**config.mk**
```make
export PLATFORM = sky130hd
export DESIGN_NAME = cosine_similarity_stream
export DESIGN_NICKNAME = d
export VERILOG_FILES = /design/src/rtl/css_pkg.sv /design/src/rtl/cosine_similarity_stream.sv /design/src/rtl/css_ctrl.sv /design/src/rtl/css_dp.sv
export SDC_FILE = /design/constraint.sdc
export NUM_CORES = 2
export LEC_CHECK = 0
export BUFFER_PORTS_ARGS = -buffer_cell sky130_fd_sc_hd__buf_4
export CAP_MARGIN = 20
export CELL_PAD_IN_SITES_DETAIL_PLACEMENT = 1
export CELL_PAD_IN_SITES_GLOBAL_PLACEMENT = 1
export CORE_ASPECT_RATIO = 0.7
export CORE_MARGIN = 1.5
export CORE_UTILIZATION = 35
export CTS_BUF_LIST = sky130_fd_sc_hd__clkbuf_8
export CTS_CLUSTER_DIAMETER = 60
export DETAILED_ROUTE_END_ITERATION = 8
export PLACE_DENSITY = 0.7
export SKIP_LAST_GASP = 1
export SLEW_MARGIN = 20
export SYNTH_ARGS = -nofsm -noshare
export SYNTH_HDL_FRONTEND = slang
export SYNTH_SLANG_ARGS = --single-unit
```
**constraint.sdc**
```tcl
create_clock -name i_clk -period 6.4 [get_ports i_clk]
set_input_delay 0.32 -clock i_clk [delete_from_list [all_inputs] [get_ports i_clk]]
set_output_delay 0.32 -clock i_clk [all_outputs]
set_load 0.05 [all_outputs]
```
**src/rtl/css_pkg.sv**
```systemverilog
// css_pkg: shared types and constants of the cosine similarity stream block
// used by css_ctrl, css_dp and cosine_similarity_stream; no dependencies
package css_pkg;

    // element and accumulator widths
    localparam int ELEM_W = 16;
    localparam int PROD_W = 2 * ELEM_W;
    localparam int SQ_W   = 43;
    localparam int DOT_W  = 44;
    localparam int SIM_W  = 16;

    // finishing arithmetic widths
    localparam int WIDE_W = 2 * SQ_W;
    localparam int ROOT_W = SQ_W;
    localparam int REM_W  = ROOT_W + 2;
    localparam int DEN_W  = DOT_W;
    localparam int QUO_W  = 17;
    localparam int CNT_W  = 6;

    // step counts, minus one, of the shared counter
    localparam logic [CNT_W-1:0] MUL_LAST  = CNT_W'(SQ_W - 1);
    localparam logic [CNT_W-1:0] SQRT_LAST = CNT_W'(ROOT_W - 1);
    localparam logic [CNT_W-1:0] DIV_LAST  = CNT_W'(QUO_W - 1);

    // eps of 1e-6 in Q2.30 units, rounded to nearest
    localparam logic [DEN_W-1:0] EPS_FIX = DEN_W'(1074);

    // magnitude limits of the Q1.15 result
    localparam logic [QUO_W-1:0] SIM_POS_MAX = QUO_W'(32767);
    localparam logic [QUO_W-1:0] SIM_NEG_MAX = QUO_W'(32768);

    // controller states
    typedef enum logic [3:0] {
        S_IDLE,
        S_ACC,
        S_MUL_LD,
        S_MUL,
        S_SQRT_LD,
        S_SQRT,
        S_DIV_LD,
        S_DIV,
        S_RES
    } t_state;

    // commands from controller to datapath
    typedef struct packed {
        logic load_mul;
        logic step_mul;
        logic load_sqrt;
        logic step_sqrt;
        logic load_div;
        logic step_div;
        logic load_out;
    } t_cmd;

    // status from datapath to controller
    typedef struct packed {
        logic zero_norm;
        logic cnt_zero;
        logic out_free;
    } t_sts;

endpackage

```
**src/rtl/cosine_similarity_stream.sv**
```systemverilog
// cosine_similarity_stream: top level, joins controller and datapath
// depends on css_pkg, css_ctrl and css_dp
//
// Input channel: i_in_valid / o_in_stall carry one element pair (i_elem_a,
// i_elem_b, signed Q1.15) per transaction; i_last marks the final pair of a
// vector. A transaction happens at a rising edge with valid high, stall low.
// Output channel: o_out_valid / i_out_stall carry one result per vector:
// o_similarity (signed Q1.15, saturated) and o_zero_norm.
// Throughput: one pair per cycle inside a vector. After the last pair the
// input stalls while the finishing sequence runs: the accumulate state, a load,
// the shift-add multiply steps, a load, the square root steps, a load,
// the divide steps and the result state.
// The multiply, root and divide share one step counter and run in sequence.
// A vector whose either sum of squares is zero skips to the result cycle.
// If the receiver stalls, the result waits in the output register; the next
// vector is accepted meanwhile, and its result waits for the register.
// Reset (i_rst_n low, synchronous) clears accumulators and handshake state.
module cosine_similarity_stream (
    input  logic                              i_clk,
    input  logic                              i_rst_n,
    input  logic                              i_in_valid,
    output logic                              o_in_stall,
    input  logic signed [css_pkg::ELEM_W-1:0] i_elem_a,
    input  logic signed [css_pkg::ELEM_W-1:0] i_elem_b,
    input  logic                              i_last,
    output logic                              o_out_valid,
    input  logic                              i_out_stall,
    output logic signed [css_pkg::SIM_W-1:0]  o_similarity,
    output logic                              o_zero_norm
);

    css_pkg::t_cmd cmd;
    css_pkg::t_sts sts;
    logic          busy;
    logic          in_accept;

    // input transaction
    assign o_in_stall = busy;
    assign in_accept  = i_in_valid && !busy;

    css_ctrl u_ctrl (
        .i_clk       (i_clk),
        .i_rst_n     (i_rst_n),
        .i_in_accept (in_accept),
        .i_last      (i_last),
        .i_sts       (sts),
        .o_cmd       (cmd),
        .o_busy      (busy)
    );

    css_dp u_dp (
        .i_clk        (i_clk),
        .i_rst_n      (i_rst_n),
        .i_in_accept  (in_accept),
        .i_elem_a     (i_elem_a),
        .i_elem_b     (i_elem_b),
        .i_last       (i_last),
        .i_out_stall  (i_out_stall),
        .i_cmd        (cmd),
        .o_sts        (sts),
        .o_out_valid  (o_out_valid),
        .o_similarity (o_similarity),
        .o_zero_norm  (o_zero_norm)
    );

endmodule

```
**src/rtl/css_ctrl.sv**
```systemverilog
// css_ctrl: sequencer for accumulate, multiply, square root and divide phases
// depends on css_pkg for the state enum and the command and status structs
module css_ctrl (
    input  logic           i_clk,
    input  logic           i_rst_n,
    input  logic           i_in_accept,
    input  logic           i_last,
    input  css_pkg::t_sts  i_sts,
    output css_pkg::t_cmd  o_cmd,
    output logic           o_busy
);

    css_pkg::t_state r_state;
    css_pkg::t_state n_state;

    // state register
    always_ff @(posedge i_clk) begin
        if (!i_rst_n) begin
            r_state <= css_pkg::S_IDLE;
        end else begin
            r_state <= n_state;
        end
    end

    // next state
    always_comb begin
        n_state = r_state;
        case (r_state)
            css_pkg::S_IDLE: begin
                if (i_in_accept && i_last) n_state = css_pkg::S_ACC;
            end
            css_pkg::S_ACC: begin
                n_state = css_pkg::S_MUL_LD;
            end
            css_pkg::S_MUL_LD: begin
                n_state = i_sts.zero_norm ? css_pkg::S_RES : css_pkg::S_MUL;
            end
            css_pkg::S_MUL: begin
                if (i_sts.cnt_zero) n_state = css_pkg::S_SQRT_LD;
            end
            css_pkg::S_SQRT_LD: begin
                n_state = css_pkg::S_SQRT;
            end
            css_pkg::S_SQRT: begin
                if (i_sts.cnt_zero) n_state = css_pkg::S_DIV_LD;
            end
            css_pkg::S_DIV_LD: begin
                n_state = css_pkg::S_DIV;
            end
            css_pkg::S_DIV: begin
                if (i_sts.cnt_zero) n_state = css_pkg::S_RES;
            end
            css_pkg::S_RES: begin
                if (i_sts.out_free) n_state = css_pkg::S_IDLE;
            end
            default: begin
                n_state = css_pkg::S_IDLE;
            end
        endcase
    end

    // command outputs
    always_comb begin
        o_cmd  = '0;
        o_busy = (r_state != css_pkg::S_IDLE);
        case (r_state)
            css_pkg::S_MUL_LD:  o_cmd.load_mul  = 1'b1;
            css_pkg::S_MUL:     o_cmd.step_mul  = 1'b1;
            css_pkg::S_SQRT_LD: o_cmd.load_sqrt = 1'b1;
            css_pkg::S_SQRT:    o_cmd.step_sqrt = 1'b1;
            css_pkg::S_DIV_LD:  o_cmd.load_div  = 1'b1;
            css_pkg::S_DIV:     o_cmd.step_div  = 1'b1;
            css_pkg::S_RES:     o_cmd.load_out  = i_sts.out_free;
            default:            o_cmd           = '0;
        endcase
    end

endmodule

```
**src/rtl/css_dp.sv**
```systemverilog
// css_dp: product stage, saturating accumulators, shift-add multiplier,
// digit-by-digit square root, restoring divider and output register
// depends on css_pkg for widths, constants and the command and status structs
module css_dp (
    input  logic                              i_clk,
    input  logic                              i_rst_n,
    input  logic                              i_in_accept,
    input  logic signed [css_pkg::ELEM_W-1:0] i_elem_a,
    input  logic signed [css_pkg::ELEM_W-1:0] i_elem_b,
    input  logic                              i_last,
    input  logic                              i_out_stall,
    input  css_pkg::t_cmd                     i_cmd,
    output css_pkg::t_sts                     o_sts,
    output logic                              o_out_valid,
    output logic signed [css_pkg::SIM_W-1:0]  o_similarity,
    output logic                              o_zero_norm
);

    // product stage
    logic                              r_p_valid;
    logic                              r_p_last;
    logic        [css_pkg::PROD_W-1:0] r_p_a;
    logic        [css_pkg::PROD_W-1:0] r_p_b;
    logic        [css_pkg::PROD_W-1:0] r_p_d;
    logic signed [css_pkg::PROD_W-1:0] prod_aa;
    logic signed [css_pkg::PROD_W-1:0] prod_bb;
    logic signed [css_pkg::PROD_W-1:0] prod_ab;

    // accumulators and snapshot of a finished vector
    logic [css_pkg::SQ_W-1:0]  r_acc_a;
    logic [css_pkg::SQ_W-1:0]  r_acc_b;
    logic [css_pkg::DOT_W-1:0] r_acc_dot;
    logic [css_pkg::SQ_W-1:0]  r_fin_a;
    logic [css_pkg::SQ_W-1:0]  r_fin_b;
    logic [css_pkg::DOT_W-1:0] r_fin_dot;
    logic [css_pkg::SQ_W:0]    sum_a;
    logic [css_pkg::SQ_W:0]    sum_b;
    logic [css_pkg::DOT_W:0]   sum_dot;
    logic [css_pkg::SQ_W-1:0]  n_acc_a;
    logic [css_pkg::SQ_W-1:0]  n_acc_b;
    logic [css_pkg::DOT_W-1:0] n_acc_dot;

    // finishing datapath
    logic [css_pkg::CNT_W-1:0]  r_cnt;
    logic                       r_neg;
    logic [css_pkg::DOT_W-1:0]  r_mag;
    logic [css_pkg::WIDE_W-1:0] r_wide;
    logic [css_pkg::SQ_W-1:0]   r_mx;
    logic [css_pkg::SQ_W-1:0]   r_my;
    logic [css_pkg::WIDE_W-1:0] mul_sum;
    logic [css_pkg::REM_W-1:0]  r_rem;
    logic [css_pkg::ROOT_W-1:0] r_root;
    logic [css_pkg::REM_W+1:0]  sq_t;
    logic [css_pkg::REM_W+1:0]  sq_trial;
    logic [css_pkg::REM_W+1:0]  sq_diff;
    logic                       sq_ge;
    logic [css_pkg::DEN_W-1:0]  r_den;
    logic [css_pkg::DEN_W-1:0]  r_drem;
    logic [css_pkg::QUO_W-1:0]  r_nbits;
    logic [css_pkg::QUO_W-1:0]  r_quot;
    logic [css_pkg::DEN_W:0]    dv_t;
    logic [css_pkg::DEN_W:0]    dv_diff;
    logic                       dv_ge;

    // result
    logic                             zero_any;
    logic                             ovf;
    logic [css_pkg::QUO_W:0]          q_sum;
    logic [css_pkg::QUO_W-1:0]        q_rnd;
    logic signed [css_pkg::SIM_W-1:0] n_sim;
    logic                             r_out_valid;
    logic signed [css_pkg::SIM_W-1:0] r_sim;
    logic                             r_zn;

    // element products
    assign prod_aa = i_elem_a * i_elem_a;
    assign prod_bb = i_elem_b * i_elem_b;
    assign prod_ab = i_elem_a * i_elem_b;

    always_ff @(posedge i_clk) begin
        if (!i_rst_n) begin
            r_p_valid <= 1'b0;
        end else begin
            r_p_valid <= i_in_accept;
        end
    end

    always_ff @(posedge i_clk) begin
        if (i_in_accept) begin
            r_p_last <= i_last;
            r_p_a    <= prod_aa;
            r_p_b    <= prod_bb;
            r_p_d    <= prod_ab;
        end
    end

    // saturating sums
    always_comb begin
        sum_a   = {1'b0, r_acc_a} + {{(css_pkg::SQ_W + 1 - css_pkg::PROD_W){1'b0}}, r_p_a};
        sum_b   = {1'b0, r_acc_b} + {{(css_pkg::SQ_W + 1 - css_pkg::PROD_W){1'b0}}, r_p_b};
        sum_dot = {r_acc_dot[css_pkg::DOT_W-1], r_acc_dot}
                + {{(css_pkg::DOT_W + 1 - css_pkg::PROD_W){r_p_d[css_pkg::PROD_W-1]}}, r_p_d};
        n_acc_a = sum_a[css_pkg::SQ_W] ? '1 : sum_a[css_pkg::SQ_W-1:0];
        n_acc_b = sum_b[css_pkg::SQ_W] ? '1 : sum_b[css_pkg::SQ_W-1:0];
        if (sum_dot[css_pkg::DOT_W] != sum_dot[css_pkg::DOT_W-1]) begin
            n_acc_dot = sum_dot[css_pkg::DOT_W]
                      ? {1'b1, {(css_pkg::DOT_W-1){1'b0}}}
                      : {1'b0, {(css_pkg::DOT_W-1){1'b1}}};
        end else begin
            n_acc_dot = sum_dot[css_pkg::DOT_W-1:0];
        end
    end

    // accumulators, cleared once the last pair is in
    always_ff @(posedge i_clk) begin
        if (!i_rst_n) begin
            r_acc_a   <= '0;
            r_acc_b   <= '0;
            r_acc_dot <= '0;
        end else if (r_p_valid) begin
            if (r_p_last) begin
                r_acc_a   <= '0;
                r_acc_b   <= '0;
                r_acc_dot <= '0;
            end else begin
                r_acc_a   <= n_acc_a;
                r_acc_b   <= n_acc_b;
                r_acc_dot <= n_acc_dot;
            end
        end
    end

    always_ff @(posedge i_clk) begin
        if (r_p_valid && r_p_last) begin
            r_fin_a   <= n_acc_a;
            r_fin_b   <= n_acc_b;
            r_fin_dot <= n_acc_dot;
        end
    end

    assign zero_any = (r_fin_a == '0) || (r_fin_b == '0);

    // shared step counter
    always_ff @(posedge i_clk) begin
        if (i_cmd.load_mul) begin
            r_cnt <= css_pkg::MUL_LAST;
        end else if (i_cmd.load_sqrt) begin
            r_cnt <= css_pkg::SQRT_LAST;
        end else if (i_cmd.load_div) begin
            r_cnt <= css_pkg::DIV_LAST;
        end else if (i_cmd.step_mul || i_cmd.step_sqrt || i_cmd.step_div) begin
            r_cnt <= r_cnt - 1'b1;
        end
    end

    // shift-add multiply, msb of the multiplier first
    assign mul_sum = {r_wide[css_pkg::WIDE_W-2:0], 1'b0}
                   + (r_my[css_pkg::SQ_W-1]
                      ? {{(css_pkg::WIDE_W - css_pkg::SQ_W){1'b0}}, r_mx}
                      : {css_pkg::WIDE_W{1'b0}});

    // square root, two radicand bits per step
    always_comb begin
        sq_t     = {r_rem, r_wide[css_pkg::WIDE_W-1 -: 2]};
        sq_trial = {2'b00, r_root, 2'b01};
        sq_diff  = sq_t - sq_trial;
        sq_ge    = (sq_t >= sq_trial);
    end

    // restoring divide, one quotient bit per step
    always_comb begin
        dv_t    = {r_drem, r_nbits[css_pkg::QUO_W-1]};
        dv_diff = dv_t - {1'b0, r_den};
        dv_ge   = (dv_t >= {1'b0, r_den});
    end

    // magnitude and sign of the dot product
    always_ff @(posedge i_clk) begin
        if (i_cmd.load_mul) begin
            r_neg <= r_fin_dot[css_pkg::DOT_W-1];
            r_mag <= r_fin_dot[css_pkg::DOT_W-1] ? (~r_fin_dot + 1'b1) : r_fin_dot;
        end
    end

    // product register, reused as the radicand
    always_ff @(posedge i_clk) begin
        if (i_cmd.load_mul) begin
            r_wide <= '0;
            r_mx   <= r_fin_a;
            r_my   <= r_fin_b;
        end else if (i_cmd.step_mul) begin
            r_wide <= mul_sum;
            r_my   <= {r_my[css_pkg::SQ_W-2:0], 1'b0};
        end else if (i_cmd.step_sqrt) begin
            r_wide <= {r_wide[css_pkg::WIDE_W-3:0], 2'b00};
        end
    end

    always_ff @(posedge i_clk) begin
        if (i_cmd.load_sqrt) begin
            r_rem  <= '0;
            r_root <= '0;
        end else if (i_cmd.step_sqrt) begin
            r_rem  <= sq_ge ? sq_diff[css_pkg::REM_W-1:0] : sq_t[css_pkg::REM_W-1:0];
            r_root <= {r_root[css_pkg::ROOT_W-2:0], sq_ge};
        end
    end

    always_ff @(posedge i_clk) begin
        if (i_cmd.load_div) begin
            r_den   <= {1'b0, r_root} + css_pkg::EPS_FIX;
            r_drem  <= {1'b0, r_mag[css_pkg::DOT_W-1:1]};
            r_nbits <= {r_mag[0], {(css_pkg::QUO_W-1){1'b0}}};
            r_quot  <= '0;
        end else if (i_cmd.step_div) begin
            r_drem  <= dv_ge ? dv_diff[css_pkg::DEN_W-1:0] : dv_t[css_pkg::DEN_W-1:0];
            r_nbits <= {r_nbits[css_pkg::QUO_W-2:0], 1'b0};
            r_quot  <= {r_quot[css_pkg::QUO_W-2:0], dv_ge};
        end
    end

    // rounding and saturation of the quotient
    always_comb begin
        ovf   = ({1'b0, r_mag} >= {r_den, 1'b0});
        q_sum = {1'b0, r_quot} + 1'b1;
        q_rnd = q_sum[css_pkg::QUO_W:1];
        if (zero_any) begin
            n_sim = '0;
        end else if (r_neg) begin
            n_sim = (ovf || (q_rnd > css_pkg::SIM_NEG_MAX))
                  ? {1'b1, {(css_pkg::SIM_W-1){1'b0}}}
                  : css_pkg::SIM_W'(0) - q_rnd[css_pkg::SIM_W-1:0];
        end else begin
            n_sim = (ovf || (q_rnd > css_pkg::SIM_POS_MAX))
                  ? {1'b0, {(css_pkg::SIM_W-1){1'b1}}}
                  : q_rnd[css_pkg::SIM_W-1:0];
        end
    end

    // output register
    always_ff @(posedge i_clk) begin
        if (!i_rst_n) begin
            r_out_valid <= 1'b0;
        end else if (i_cmd.load_out) begin
            r_out_valid <= 1'b1;
        end else if (!i_out_stall) begin
            r_out_valid <= 1'b0;
        end
    end

    always_ff @(posedge i_clk) begin
        if (i_cmd.load_out) begin
            r_sim <= n_sim;
            r_zn  <= zero_any;
        end
    end

    // status and outputs
    assign o_sts.zero_norm = zero_any;
    assign o_sts.cnt_zero  = (r_cnt == '0);
    assign o_sts.out_free  = !r_out_valid || !i_out_stall;
    assign o_out_valid     = r_out_valid;
    assign o_similarity    = r_sim;
    assign o_zero_norm     = r_zn;

    // a waiting result is never overwritten
    a_no_overwrite: assert property (@(posedge i_clk) disable iff (!i_rst_n)
        i_cmd.load_out |-> (!r_out_valid || !i_out_stall))
        else $error("result loaded over a stalled result");

    // accumulators are clear right after the last pair leaves the product stage
    a_acc_clear: assert property (@(posedge i_clk) disable iff (!i_rst_n)
        (r_p_valid && r_p_last) |=>
            (r_acc_a == '0 && r_acc_b == '0 && r_acc_dot == '0))
        else $error("accumulators not cleared after last pair");

    // no transaction follows a last pair directly
    a_hold_after_last: assert property (@(posedge i_clk) disable iff (!i_rst_n)
        (i_in_accept && i_last) |=> !i_in_accept)
        else $error("input taken while finishing a vector");

    // zero flag of a new result matches the finished sums
    a_zero_flag: assert property (@(posedge i_clk) disable iff (!i_rst_n)
        i_cmd.load_out |=> (o_zero_norm == zero_any))
        else $error("zero norm flag does not match sums");

endmodule

```
# Word-level counts from Yosys, hierarchy flattened
# Index checks and enable logic that the tools add are counted.
# word_totals
regBits,797
latchBits,0
ramBits,0
romBits,0
inputBits,37
output_inout_bits,19
word_cells,129
mem_count,0
# op_classes
n_addsub,11
n_mul,3
n_div,0
order_cmp,5
n_eq_ne,15
shifts,0
muxes,40
bitwise_logic,1
reduce_logical,24
# op_table
op,n
two-way mux 43 bit,10
two-way mux 44 bit,4
two-way mux 86 bit,2
multiplier 16 x 16 -> 32 bit,3
adder 43 x 32 -> 44 bit,2
adder 86 bit,1
logical NOT 43 bit,2
two-way mux 16 bit,3
>= comparator 47 x 45 -> 1 bit,1
adder 44 x 32 -> 45 bit,1
>= comparator 44 x 45 -> 1 bit,1
>= comparator 45 x 44 -> 1 bit,1
two-way mux 45 bit,1
subtractor 45 bit,1
"adder 43 x 11 -> 44 bit, second input constant",1
"adder 44 x 1 -> 44 bit, second input constant",1
inverter 44 bit,1
subtractor 44 bit,1
case mux 4 bit (9 select lines),1
two-way mux 17 bit,2
two-way mux 4 bit,6
"adder 17 x 1 -> 18 bit, second input constant",1
"greater-than comparator 17 x 15 -> 1 bit, second input constant",1
"greater-than comparator 17 x 16 -> 1 bit, second input constant",1
21 further kinds,50

# Logic depth before layout (Yosys ltp)
# depth
word_depth,6
depth_mapped,28
depth_no_buf,26

# Modules after synthesis
# A second synthesis with hierarchy kept.
# hier_totals
cells_unflattened,7980
hier_area_um2,74859.3
# by_module_without_submodules
module,n_inst,cells_each,area_each_um2,seq_area_each_um2
css_dp,1,7933,74483.9,20449.6
css_ctrl,1,46,361.6,80.1
cosine_similarity_stream,1,1,13.8,0.0

# Least setup slack after synthesis
# OpenSTA, ideal clock, no wires.
# synth_path
kind,input-to-reg
from,in i_elem_b[3] in the netlist's numbering
to,"reg u_dp.r_p_d[31] in the netlist's numbering, data pin"
t_arrival_ns,6.482
path_slack_ns,-0.342
cell_stages,24
n_path_buf,2
cell_sequence,clkbuf_1 clkbuf_1 nand2_1 fa_1 fa_1 fa_1 fa_1 inv_1 fa_1 inv_1 fa_1 inv_1 ha_1 a21o_1 nand2_1 a21oi_1 a211oi_1 nor3_1 nor4_1 o31ai_1 or4_1 a31o_2 a21oi_1 xnor2_1
# synth_between
elab_chain_len,1
# synth_lines
element,line_no,rtl
start: declaration,cosine_similarity_stream.sv:24,"input logic signed [css_pkg::ELEM_W-1:0] i_elem_b,"
multiplier 16 x 16 -> 32 bit,css_dp.sv:78,assign prod_ab = i_elem_a * i_elem_b;
"named net u_dp.prod_ab, one bit",css_dp.sv:27,logic signed [css_pkg::PROD_W-1:0] prod_ab;
end signal: assignment,css_dp.sv:93,r_p_d <= prod_ab;
end: declaration,css_dp.sv:24,logic [css_pkg::PROD_W-1:0] r_p_d;
# The timed path passes the listed nets, and every way through them passes these cells.
# A chain may end at the register's enable or synchronous reset.

# Worst setup path in the final report
# layout_path
from,in i_elem_b[0] in the netlist's numbering
to,"reg u_dp.r_p_b[31] in the netlist's numbering, data pin"
# layout_between
elab_chain_len,1
# layout_lines
element,line_no,rtl
multiplier 16 x 16 -> 32 bit,css_dp.sv:77,assign prod_bb = i_elem_b * i_elem_b;
"named net u_dp.prod_bb, one bit",css_dp.sv:26,logic signed [css_pkg::PROD_W-1:0] prod_bb;
end signal: assignment,css_dp.sv:92,r_p_b <= prod_bb;
end: declaration,css_dp.sv:23,logic [css_pkg::PROD_W-1:0] r_p_b;
# The timed path passes the listed nets, and every way through them passes these cells.

==> results.txt <==
- Actual slew at the worst max-slew pin: 1050 ps
* Mapped Avg Cell Area: 8.99 um2
- Entering global routing, the biggest net connects 126 pins.
- Max-slew headroom at the worst pin: 29.9%
- Synthesis-to-finish area growth: 11.7%
- Sequential elements use 27.5% of the synthesized area.
- The die is 389 um tall.
- In this run the worst setup path begins at i_elem_b[0].
- The net count of the finished layout is 9,851.
- Top cell type's share of synthesized area: 19.7%
- The flow ran to the end, and the final reports show no timing, DRC or antenna violations.
* Core Area: 0.212 mm2
- Final Power: 48,900 uW
* DRC marker count from the first detailed-route iteration: 3,481
- Number of core rows: 141
- The congestion estimate from routability-driven global placement came to 0.882.
- Once the floorplan was initialized, standard cells occupied 35.3% of the core.
- HP Class: in -> reg
- By count the netlist is led by sky130_fd_sc_hd__inv_1, sky130_fd_sc_hd__nand2_1, sky130_fd_sc_hd__fa_1, sky130_fd_sc_hd__a21oi_1, sky130_fd_sc_hd__ha_1.
- Category of the critical setup timing path: in -> reg
- Yosys printed 0 warnings.
- CTS saw 795 sinks.
- Count of distinct cell types in the synthesized netlist: 84
* Most frequently used flop master after synthesis: sky130_fd_sc_hd__edfxtp_1
- CTS built an H-tree with a depth of 4.
- After routing the design area is 0.0834 mm2.
* Post-Syn Instances: 8,304
- Routed Wire Length: 221,000 um
- For this design the ratio of total power to cell area is 586 mW/mm2.
- Utilization of the core after routing: 39.4%
- Maximum buffer depth of the clock tree: 3
- Wire length of the first global-routing pass: 355,000 um
- On the worst path, the slowest cell contributes a delay of 580 ps.
* Critical Path Slowest Stage Cell: sky130_fd_sc_hd__dlygate4sd3_1
- For this block, the via count after detailed routing is 59,500.
- Total DRC errors in the routed layout: 0
* Worst R2R Start: u_dp.r_my[42]$_DFFE_PP_
- Total global routing track utilization: 20.4%
* Leakage Power: 0.0380 uW
- Post-synth ARST share: 0%
- Most frequent cell after synthesis: sky130_fd_sc_hd__inv_1
* Unrepaired setup endpoints after global routing: no
- Number of global-route vias before repair: 63,600
- Post-route clock period utilization: 94.9%
- Die outline width: 555 um
- Using the TritonRoute via totals, the vias-per-cell ratio works out to 5.20.
- Min-delay src: i_last
- Post-detailed-route wirelength per cell: 19.4 um
- Max-cap violation count: 0
* Total of buffers placed on input and output ports: 55
- Crit path max fanout: 15
- Layer with the highest usage after global routing: met2
- Top achievable clock speed: 165 MHz
* Top-Level Pins: 56
- The worst setup path is captured at a flop.
- For the finished layout, the period the worst path requires is 6070 ps.
- The cell area that synthesis handed to floorplanning was 0.0747 mm2.
* Number of CTS-inserted buffers: 147
* Remaining global-route overflow: 0
- EDFF count, synth: 461
- GR Util met1: 30.5%
- Together, buffers and inverters on the worst path number 6.
- The setup check on the worst reg-to-reg path leaves a slack of 1020 ps.
- DP Wirelength: 175,000 um
- Final Hold Viols: 0
- Register bit count reported by yosys: 795
* Nets in the synthesized netlist: 9,629
- STA classifies the critical path startpoint as an input port.
- Count of antenna-violating nets left after detailed routing: 0
- The floorplan step defined a die boundary enclosing 0.216 mm2.
* Delay-heaviest family, CP: adder cells
* Final Max Tran Viols: 0
- Met3 Use GR: 2.76%
- Data on the critical path is required at its endpoint by 6990 ps.
- Post-CTS Setup Bufs: 0
* Cell type contributing the most total cell area after synthesis: sky130_fd_sc_hd__fa_1
- Area contributors post-synth: sky130_fd_sc_hd__fa_1, sky130_fd_sc_hd__edfxtp_1, sky130_fd_sc_hd__ha_1
* Area post-placement: 0.0804 mm2
* CTS clk-pin slew, worst paths: 70 ps
- Arrival time at the worst endpoint: 6670 ps
- Met2 Use GR: 31.3%
* Worst IR drop on VDD: 0.761 mV
- Skew-Pair Late Insertion Delay: 880 ps
* Number of non-filler instances in the completed layout: 11,400
- Setup violations remaining at the end of the flow were counted as 0.
- Root buffer cell: sky130_fd_sc_hd__clkbuf_8
- The number of antenna violations at the first check in global routing came to 10.
- Clock skew on the completed layout was measured at 45.0 ps.
* First-pass iteration count of the detailed router: 6
- The post-route netlist has 9.04% of its cells at a drive strength greater than 1.
* CTS tree: done
- Cell with the most instances on the worst path: sky130_fd_sc_hd__fa_1
- Including well taps, the total number of placed cells is 11,200.
* Post-place setup slack: -512 ps
- Crit path setup slack, layout: 326 ps
## timing repair
action                     in CTS  in global routing
resized for setup               0                  1
hold endpoints to repair       45                  0
setup endpoints to repair       0                  2
hold buffers                    6                  0
## metal layers
| metal | part of all wire (%) | routed length [um] | up-vias |
|---|---|---|---|
| li1 | - | - | 28100 |
| met1 | 50 | 111000 | 30100 |
| met2 | 43 | 96000 | 1101 |
| met3 | 4.8 | 10700 | 224 |
| met4 | 1.7 | 3760 | 2 |
| met5 | 0.0059 | 13 | - |
## cells by family (layout without fill, tap and decap cells)
group / Yosys count / in the layout / synth area share [%]
fa+ha+maj: 1288 / 1288 / 29.0
compound gates: 1651 / 1651 / 13.8
flops: 795 / 795 / 27.5
simple gates: 2495 / 2495 / 15.7
xor+xnor: 481 / 481 / 5.64
other cells: 0 / 2 / 0
mux: 40 / 40 / 0.546
buf+inv: 1554 / 1899 / 7.82
## stage by stage
| stage | hold WS [ps] | setup TNS [ps] |
|---|---|---|
| final | 313 | 0 |
| after global routing | 299 | 0 |
| after global placement | 438 | -3970 |
| after CTS | 223 | 0 |
| after floorplan | 419 | 0 |
| after detailed placement | 440 | -6340 |
## state kept, by name (all words and copies together) (netlist names), 44 cells and up
name            cells
u_dp.r_acc_dot     44
u_dp.r_mag         44
u_dp.r_drem        44
u_dp.r_den         44
u_dp.r_rem         45
u_dp.r_fin_dot     44
u_dp.r_wide        86
## worst paths after layout
check,end,cells past startpoint
worst max-delay path,u_dp.r_p_b[31]$_DFFE_PP_,25
worst min-delay path,u_dp.r_p_last$_DFFE_PP_,2
worst max register to register,u_dp.r_wide[85]$_SDFFE_PP0P_,16
worst min register to register,u_dp.r_mx[8]$_DFFE_PP_,0
## where the power goes
group | switching [uW] | internal (uW)
Sequential | 605 | 7730
Clock | 2440 | 2550
Combinational | 19200 | 16400
## cell type report
cell class	count	area [um2]
timing repair buffer	449	3540
sequential	795	20500
clock inverter	102	606
fill	24600	128000
inverter	1178	4430
tap	2788	3490
multi-input combinational	5955	48500
clock buffer	170	2340
antenna	2	5.00
## placed cells by master (no fill, tap or decap), drive strengths merged, types with 155 or more instances in the layout
cell type / instances
edfxtp: 461
clkbuf: 170
a21o: 178
nand2: 1003
nor2: 491
dfxtp: 334
fa: 735
inv: 1218
buf: 443
ha: 553
a21oi: 612
xnor2: 355
nand3: 155
and2: 246
o21ai: 300
Power figures use the tool's default switching activity.
